<file path="src/rtl/fpr_pkg.sv">
// fpr_pkg: shared constants, codes, beat layouts and controller/datapath types
// for the FIFO page replacement block. No dependencies.
`timescale 1ns / 1ps
package fpr_pkg;
  localparam int MAX_PAGES_D      = 64;
  localparam int RESIDENT_PAGES_D = 8;
  localparam int PAGE_BYTES_D     = 128;
  localparam int STACK_PAGES_D    = 8;
  localparam int FRAMES_D         = 32;

  localparam int CFG_AW = 5;

  typedef enum logic [1:0] {
    OP_SET_FRAME = 2'd0,
    OP_FAULT     = 2'd1,
    OP_MARK      = 2'd2,
    OP_UNUSED    = 2'd3
  } opcode_t;

  typedef enum logic [1:0] {
    WB_NONE = 2'd0,
    WB_EXEC = 2'd1,
    WB_SWAP = 2'd2,
    WB_RSVD = 2'd3
  } wb_t;

  typedef enum logic [1:0] {
    FILL_EXEC = 2'd0,
    FILL_SWAP = 2'd1,
    FILL_ZERO = 2'd2,
    FILL_NONE = 2'd3
  } fill_t;

  typedef enum logic [2:0] {
    SEG_NONE  = 3'd0,
    SEG_CODE  = 3'd1,
    SEG_DATA  = 3'd2,
    SEG_BSS   = 3'd3,
    SEG_STACK = 3'd4
  } seg_t;

  localparam logic [CFG_AW-1:0] REG_NUM_PAGES  = 5'd0;
  localparam logic [CFG_AW-1:0] REG_CODE_PAGES = 5'd4;
  localparam logic [CFG_AW-1:0] REG_DATA_PAGES = 5'd8;
  localparam logic [CFG_AW-1:0] REG_BSS_PAGES  = 5'd12;
  localparam logic [CFG_AW-1:0] REG_DATA_BASE  = 5'd16;
  localparam logic [CFG_AW-1:0] REG_BSS_BASE   = 5'd20;

  // input beat: one operation
  typedef struct packed {
    logic [1:0]  opcode;
    logic [12:0] fault_address;
    logic [5:0]  page_index;
    logic [4:0]  frame_number;
  } op_beat_t;

  // result beat
  typedef struct packed {
    logic [5:0] victim_page;
    logic [5:0] loaded_page;
    logic [4:0] frame_used;
    logic [6:0] page_offset;
    logic [1:0] write_back;
    logic [1:0] fill_source;
    logic       bad_address;
  } xlate_beat_t;

  // controller -> datapath
  typedef struct packed {
    logic load;     // capture input beat, start decode
    logic commit;   // write tables, register result
  } fpr_cmd_t;
endpackage

</file>
<file path="src/rtl/fpr_ctrl.sv">
// fpr_ctrl: one-hot controller; sequences capture, commit and result hold.
// Depends on fpr_pkg.
`timescale 1ns / 1ps
module fpr_ctrl (
  input  logic              clk,
  input  logic              rst_n,
  input  logic              in_valid,
  output logic              in_ready,
  output logic              out_valid,
  input  logic              out_ready,
  output fpr_pkg::fpr_cmd_t cmd
);
  import fpr_pkg::*;

  typedef enum logic [2:0] {
    ST_IDLE = 3'b001,
    ST_EXEC = 3'b010,
    ST_OUT  = 3'b100
  } state_t;

  state_t state_r, state_nxt;

  always_comb begin
    state_nxt  = state_r;
    in_ready   = 1'b0;
    out_valid  = 1'b0;
    cmd.load   = 1'b0;
    cmd.commit = 1'b0;
    case (state_r)
      ST_IDLE: begin
        in_ready = 1'b1;
        if (in_valid) begin
          cmd.load  = 1'b1;
          state_nxt = ST_EXEC;
        end
      end
      ST_EXEC: begin
        cmd.commit = 1'b1;
        state_nxt  = ST_OUT;
      end
      ST_OUT: begin
        out_valid = 1'b1;
        if (out_ready) state_nxt = ST_IDLE;
      end
      default: state_nxt = ST_IDLE;
    endcase
  end

  always_ff @(posedge clk) begin
    if (!rst_n) state_r <= ST_IDLE;
    else        state_r <= state_nxt;
  end
endmodule

</file>
<file path="config.mk">
export PLATFORM = sky130hd
export DESIGN_NAME = fpr_ctrl
export DESIGN_NICKNAME = d
export VERILOG_FILES = /design/src/rtl/fpr_pkg.sv /design/src/rtl/fpr_ctrl.sv
export SDC_FILE = /design/constraint.sdc
export NUM_CORES = 1
export LEC_CHECK = 0
export CORE_AREA = 2 2 39 41
export CTS_BUF_LIST = sky130_fd_sc_hd__clkbuf_16
export CTS_CLUSTER_DIAMETER = 80
export DETAILED_ROUTE_END_ITERATION = 16
export DIE_AREA = 0 0 41 43
export DONT_BUFFER_PORTS = 1
export GPL_ROUTABILITY_DRIVEN = 0
export PLACE_DENSITY_LB_ADDON = 0.3
export SYNTH_ARGS = -nofsm -noshare
export SYNTH_HDL_FRONTEND = slang
export SYNTH_SLANG_ARGS = --single-unit
</file>
<file path="constraint.sdc">
create_clock -name clk -period 1 [get_ports clk]
set_input_delay 0.2 -clock clk [delete_from_list [all_inputs] [get_ports clk]]
set_output_delay 0.2 -clock clk [all_outputs]
set_load 0.005 [all_outputs]
</file>
==> results of run 1 <==
[final timing paths]
path                 to  cells after the start
max              cmd[0]                      2
min          state_r[0]                      1
max reg2reg  state_r[0]                      2
min reg2reg  state_r[2]                      2
[layout make-up]
cell class	instances	area, µm²
clock buffer	3	75.1
sequential	3	68.8
multi-input combinational	11	108
timing repair buffer	2	15.0
clock inverter	1	3.75
tap	16	20.0
fill	152	1090
[where the power goes]
part | internal (mW) | total (mW) | switching [mW]
Combinational | 0.0214 | 0.0337 | 0.0123
Clock | 0.516 | 0.625 | 0.110
Sequential | 0.125 | 0.136 | 0.0108
[worst max-delay path: cells and delay by family (launching register included)]
family,cells,cell delay [ns]
flops,1,0.35
buf+inv,1,0.14
simple gates,1,0.22
[timing repair]
action | 4_1_cts | 5_1_grt
pin swaps | 0 | 1
setup endpoints to repair | 4 | 7
resized for setup | 7 | 2
hold buffers | 0 | 0
[metal layers]
metal | global-route usage, % | share of wire, %
met5 | 0 | 0
met4 | 8.00 | 3.6
met3 | 6.28 | 20
met2 | 6.56 | 33
met1 | 7.69 | 43
[stage by stage]
| step | hold slack, ns | utilization (%) | instances | area [µm²] |
|---|---|---|---|---|
| after global routing | 0.0528 | 21.0 | 36 | 290 |
| final | 0.0480 | 21.0 | 36 | 290 |
| after detailed placement | 0.276 | 13.1 | 32 | 181 |
| after CTS | 0.0474 | 20.6 | 36 | 285 |
| after global placement | 0.275 | 13.1 | 32 | 181 |
| after floorplan | 0.271 | - | 15 | 154 |
[cell usage after synthesis]
library cell / number
a21oi_1: 1
and2_2: 1
and4bb_2: 1
buf_4: 1
dfxtp_1: 3
nand2b_1: 1
nor3b_1: 3
nor4b_1: 1
o31ai_1: 1
or2b_1: 1
or3b_1: 1
[logic make-up after synthesis]
family,after synthesis,share of synthesized area [%]
simple gates,9,48.0
flops,3,39.0
compound gates,2,8.13
buf+inv,1,4.88
==> flow_summary.json, run 1 <==
{
  "core_mm2": 0.00138,
  "floorplan.initialDensity_pct": 11.1,
  "cts_max_path_buffers": 2,
  "cts_root_buf": "clkbuf_16",
  "drv_slew": 0,
  "synth_cells": 15,
  "vias": 139,
  "drt-total-wl_um": 414,
  "final_hold_viol_count": 0,
  "cts_sinks": 3,
  "synth_cell_type_count": 11,
  "fp.dieH_um": 43,
  "htreeDepth": 1,
  "critPathRequiredTime_ns": 0.80,
  "power.total_uw": 795,
  "area_growth_pct": 88.6,
  "leakage_nw": 0.104,
  "die_x_um": 41,
  "final_common_cell": "clkbuf_16",
  "timing.setup.tns_ns": -0.429,
  "finalWorstSetupSlack_ns": -0.131,
  "dp_slack_ns": -0.0114,
  "slew_headroom_pct": 78.9,
  "io_pins": 8,
  "worst_pin_slew_ns": 0.312,
  "finalCritPeriodShare_pct": 113,
  "path_clk_slew_ns": 0.03,
  "ir_worst_vdd_mv": 0.941,
  "ys_top_cells_by_area": "dfxtp_1, nor3b_1, and4bb_2, nor4b_1, or3b_1",
  "netlist_area_um2": 154,
  "ys_seq_area_share_pct": 39.0,
  "antenna_found_initial": 0,
  "critPathLaunchType": "register",
  "avgRoutedWirePerCell_um": 11.5,
  "rsz0062_at_grt": "yes",
  "cellPowerDensity_mw_per_mm2": 2740,
  "crit_path_start": "state_r[0]",
  "layout_common_cells": "clkbuf_16, nor3b_2, buf_4, dfxtp_4",
  "die_area_mm2": 0.00176,
  "yosysTopAreaCellShare_pct": 39.0,
  "crit_slowest_cell": "dfxtp_2",
  "largest-register": "state_r",
  "layout.nets": 25,
  "grt_pass1_wl_um": 703,
  "reg2reg_slack_ns": 0.05,
  "overflow": 0,
  "first_iter_violations": 2,
  "cpPeakStageDelay_ns": 0.35,
  "critPathMaxFanout": 6,
  "crit_chain": "nor3b_4 -> buf_4",
  "rr_startpoint": "state_r[2]",
  "clk_latency_ns": 0.22,
  "io_buffers": 0,
  "arrival_ns": 0.93,
  "status": "complete, but fails checks",
  "syn_nets": 19,
  "layout-drive-gt1-share_pct": 65.0,
  "cts_setup_buffers": 0,
  "period_minus_slack_ns": 1.13,
  "reg.largest.list": "state_r x3",
  "cts_tree": "built",
  "drtAntennaViolNets": 0,
  "ys_ff_latch": 3,
  "rows": 14,
  "yosys_warnings": 0,
  "endpoint_kind": "output pin",
  "syn_area_per_cell_um2": 10.3,
  "grt_usage_pct": 6.92,
  "largest_reg_flops": 3,
  "critical_path_class": "register to output pin",
  "cap_violations": 0,
  "hp-class": "input pin to register",
  "cts_buffers": 3,
  "drt_first_pass_iters": 2,
  "setup_viol": 4,
  "violations": "negative setup slack",
  "drc": 0,
  "skew_ns": 0.000442,
  "max_freq_ghz": 0.884,
  "min_from": "rst_n",
  "insertedDiodeCount": 0,
  "grt_start_max_net_pins": 8,
  "yosysTopAreaCell": "dfxtp_1",
  "grt_pass1_vias": 163,
  "viasPerCell": 3.86
}
(Power assumes the default switching activity.)
==> run 2, diff against run 1 <==
--- a/config.mk
+++ b/config.mk
@@ -5,11 +5,11 @@
 export SDC_FILE = /design/constraint.sdc
 export NUM_CORES = 1
 export LEC_CHECK = 0
-export CORE_AREA = 2 2 39 41
+export CORE_AREA = 3 3 40 42
 export CTS_BUF_LIST = sky130_fd_sc_hd__clkbuf_16
 export CTS_CLUSTER_DIAMETER = 80
 export DETAILED_ROUTE_END_ITERATION = 16
-export DIE_AREA = 0 0 41 43
+export DIE_AREA = 0 0 43 45
 export DONT_BUFFER_PORTS = 1
 export GPL_ROUTABILITY_DRIVEN = 0
 export PLACE_DENSITY_LB_ADDON = 0.3
==> constraint.sdc (replaced) <==
create_clock -name clk -period 1.4 [get_ports clk]
set_input_delay 0.28 -clock clk [delete_from_list [all_inputs] [get_ports clk]]
set_output_delay 0.28 -clock clk [all_outputs]
set_load 0.005 [all_outputs]
==> flow_summary.json, run 2 (synthesis results as in run 1) <==
{
  "crit_chain": "nor3b_1",
  "rsz0062_at_grt": "no",
  "cts_root_buf": "clkbuf_16",
  "clk_latency_ns": 0.22,
  "htreeDepth": 1,
  "worst_pin_slew_ns": 0.326,
  "reg2reg_slack_ns": 0.39,
  "antenna_found_initial": 0,
  "critPathLaunchType": "register",
  "die_x_um": 43,
  "skew_ns": 0.00153,
  "layout.nets": 23,
  "max_freq_ghz": 0.797,
  "largest_reg_flops": 3,
  "critPathTopFamily": "flip-flops",
  "insertedDiodeCount": 0,
  "cellPowerDensity_mw_per_mm2": 2290,
  "overflow": 0,
  "io_pins": 8,
  "drc": 0,
  "critical_path_class": "register to output pin",
  "endpoint_kind": "output pin",
  "grt_start_max_net_pins": 8,
  "grt_pass1_vias": 131,
  "arrival_ns": 0.97,
  "drt-total-wl_um": 371,
  "cts_sinks": 3,
  "cts_buffers": 3,
  "vias": 127,
  "leakage_nw": 0.0873,
  "grt_pass1_wl_um": 558,
  "drt_first_pass_iters": 4,
  "status": "complete, no violations",
  "ir_worst_vdd_mv": 1.02,
  "die_area_mm2": 0.00194,
  "area_growth_pct": 58.5,
  "floorplan.initialDensity_pct": 12.0,
  "grt_usage_pct": 4.98,
  "viasPerCell": 3.85,
  "slew_headroom_pct": 77.9,
  "critPathMaxFanout": 7,
  "final_hold_viol_count": 0,
  "cp.buffers_inverters": 0,
  "drtAntennaViolNets": 0,
  "rows": 13,
  "layout-drive-gt1-share_pct": 27.8,
  "cap_violations": 0,
  "hold_buffers": 0,
  "path_clk_slew_ns": 0.03,
  "io_buffers": 0,
  "layout_common_cells": "nor3b_1, clkbuf_16, dfxtp_1",
  "drv_slew": 0,
  "nFillCells": 142,
  "hp-class": "input pin to register",
  "first_iter_violations": 3,
  "finalCritPeriodShare_pct": 89.6,
  "crit_slowest_cell": "dfxtp_1",
  "period_minus_slack_ns": 1.25,
  "core_mm2": 0.00128,
  "cpPeakStageDelay_ns": 0.41,
  "reg.largest.list": "state_r x3",
  "largest-register": "state_r",
  "power.total_uw": 559,
  "timing.setup.tns_ns": 0,
  "cts_setup_buffers": 0,
  "critPathRequiredTime_ns": 1.12,
  "fp.dieH_um": 45,
  "cts_tree": "built",
  "ctsResizeCount": 0,
  "avgRoutedWirePerCell_um": 11.2,
  "cts_max_path_buffers": 2,
  "setup_viol": 0
}
==> run 2: cell types whose count changed in the layout (fill, tap and decap cells not counted), sizes merged <==
cell  delta
buf      -2
==> run 2: power breakdown <==
part / switching, mW / total (mW) / internal (mW) / leakage, nW
clock: 0.0768 / 0.445 / 0.368 / 0.0423
combinational: 0.00689 / 0.0166 / 0.00970 / 0.0203
sequential: 0.00641 / 0.0972 / 0.0907 / 0.0246
total: 0.0901 / 0.559 / 0.469 / 0.0873
==> run 2: path summary, 6_finish.rpt <==
| kind | start | endpoint | depth (start not counted) |
|---|---|---|---|
| setup / recovery | state_r[1] | cmd[0] | 1 |
| hold / removal | rst_n | state_r[0] | 1 |
| hold reg to reg | state_r[0] | state_r[2] | 2 |
| setup reg to reg | state_r[1] | state_r[0] | 2 |
==> run 2: metal layers <==
| layer | vias to the layer above | part of all wire, % | GRT usage, % | routed length (µm) |
|---|---|---|---|---|
| met3 | 4 | 17 | 3.59 | 62 |
| li1 | 60 | - | - | - |
| met4 | 0 | 5.7 | 9.04 | 21 |
| met5 | - | 0 | 0 | 0 |
| met2 | 12 | 26 | 3.59 | 98 |
| met1 | 51 | 51 | 5.74 | 188 |
==> run 2: cell type report <==
type | count | area [µm²] | area share (%)
Multi-Input combinational cell | 11 | 86.3 | 35.4
Tap cell | 15 | 18.8 | 7.69
Clock inverter | 1 | 3.75 | 1.54
Clock buffer | 3 | 75.1 | 30.8
Sequential cell | 3 | 60.1 | 24.6
==> run 2: metrics by stage <==
stage	instances	hold WS [ns]	util [%]	instance area (µm²)	setup WS (ns)
2_1_floorplan	15	0.351	-	154	0.374
3_3_place_gp	29	0.352	12.9	165	0.398
3_5_place_dp	29	0.356	12.9	165	0.380
4_1_cts	33	0.128	19.0	244	0.143
5_1_grt	33	0.123	19.0	244	0.0997
6_report	33	0.129	19.0	244	0.145
==> run 3, diff against run 2 <==
--- a/config.mk
+++ b/config.mk
@@ -12,6 +12,7 @@
 export DIE_AREA = 0 0 43 45
 export DONT_BUFFER_PORTS = 1
 export GPL_ROUTABILITY_DRIVEN = 0
+export GPL_TIMING_DRIVEN = 0
 export PLACE_DENSITY_LB_ADDON = 0.3
 export SYNTH_ARGS = -nofsm -noshare
 export SYNTH_HDL_FRONTEND = slang
==> flow_summary.json, run 3 (synthesis results as in run 1) <==
{
  "status": "complete, no violations",
  "layout-drive-gt1-share_pct": 36.8,
  "drt-total-wl_um": 361,
  "cts_setup_buffers": 0,
  "crit_slowest_cell": "dfxtp_1",
  "hold_buffers": 0,
  "die_area_mm2": 0.00194,
  "overflow": 0,
  "max_freq_ghz": 0.785,
  "critical_path_class": "register to output pin",
  "skew_ns": 0.00231,
  "period_minus_slack_ns": 1.27,
  "drt_first_pass_iters": 2,
  "critPathLaunchType": "register",
  "cellPowerDensity_mw_per_mm2": 2160,
  "viasPerCell": 3.82,
  "worst_pin_slew_ns": 0.295,
  "critPathTopFamily": "flip-flops",
  "grt_usage_pct": 3.99,
  "layout_common_cells": "clkbuf_16, dfxtp_1, nor3b_1",
  "path_clk_slew_ns": 0.03,
  "final_hold_viol_count": 0,
  "ir_worst_vdd_mv": 0.651,
  "avgRoutedWirePerCell_um": 10.6,
  "first_iter_violations": 3,
  "cts_sinks": 3,
  "clk_latency_ns": 0.22,
  "arrival_ns": 0.99,
  "reg.largest.list": "state_r x3",
  "finalCritPeriodShare_pct": 91.0,
  "critPathMaxFanout": 7,
  "core_mm2": 0.00128,
  "floorplan.initialDensity_pct": 12.0,
  "die_x_um": 43,
  "hp-class": "input pin to register",
  "fp.dieH_um": 45,
  "cts_root_buf": "clkbuf_16",
  "drv_slew": 0,
  "layout.nets": 24,
  "largest_reg_flops": 3,
  "grt_pass1_vias": 100,
  "cp_num_cells": 2,
  "grt_start_max_net_pins": 8,
  "cts_tree": "built",
  "io_buffers": 0,
  "endpoint_kind": "output pin",
  "critPathRequiredTime_ns": 1.12,
  "io_pins": 8,
  "insertedDiodeCount": 0,
  "holdPathStages": 1,
  "drtAntennaViolNets": 0,
  "reg2regPathDepth": 2,
  "vias": 130,
  "cts_buffers": 3,
  "antenna_found_initial": 0,
  "power.total_uw": 555,
  "slew_headroom_pct": 80.3,
  "rows": 13,
  "grt_pass1_wl_um": 476,
  "htreeDepth": 1,
  "area_growth_pct": 66.7,
  "largest-register": "state_r",
  "drc": 0,
  "timing.setup.tns_ns": 0,
  "rsz0062_at_grt": "no",
  "cp.buffers_inverters": 1,
  "setup_viol": 0,
  "crit_chain": "nor3b_2 -> buf_4",
  "cap_violations": 0,
  "cts_max_path_buffers": 2,
  "cpPeakStageDelay_ns": 0.40,
  "leakage_nw": 0.0938
}
-- run 3: worst paths after layout --
| check | startpoint | endpoint | slack [ns] |
|---|---|---|---|
| max | state_r[1] | cmd[0] | 0.13 |
| min | rst_n | state_r[0] | 0.14 |
| min reg2reg | state_r[1] | state_r[2] | 0.60 |
| max reg2reg | state_r[2] | state_r[0] | 0.37 |
-- run 3: repair_timing --
action / 4_1_cts / 5_1_grt
setup endpoints to repair: 0 / 1
gates resized for setup: 0 / 1
hold endpoints to repair: 0 / 0
-- run 3: layer usage --
metal | GRT usage (%) | part of all wire (%)
met1 | 4.57 | 53
met2 | 3.29 | 29
met3 | 4.78 | 17
met4 | 3.61 | 0
met5 | 0 | 0
-- run 3: cell type report --
cell class / instances / area (µm²)
clock buffers: 3 / 75.1
flip-flops and latches: 3 / 60.1
clock inverters: 1 / 3.75
plain buffers: 1 / 7.51
well taps: 15 / 18.8
fillers: 136 / 1030
multi-input cells: 11 / 91.3
-- run 3: power by group --
part,total [mW],switching [mW],internal (mW)
registers,0.0978,0.00703,0.0908
logic,0.0179,0.00709,0.0108
clock network,0.439,0.0713,0.368
total,0.555,0.0854,0.469
-- run 3: stage by stage --
step / hold slack [ns] / std cells / area, µm² / worst slack, ns / utilization (%)
3_3_place_gp: 0.354 / 30 / 173 / 0.316 / 13.4
3_5_place_dp: 0.360 / 30 / 173 / 0.291 / 13.4
6_report: 0.143 / 34 / 256 / 0.126 / 20.0
5_1_grt: 0.144 / 34 / 256 / 0.0661 / 20.0
4_1_cts: 0.141 / 34 / 251 / 0.0472 / 19.6
2_1_floorplan: 0.351 / 15 / 154 / 0.374 / -
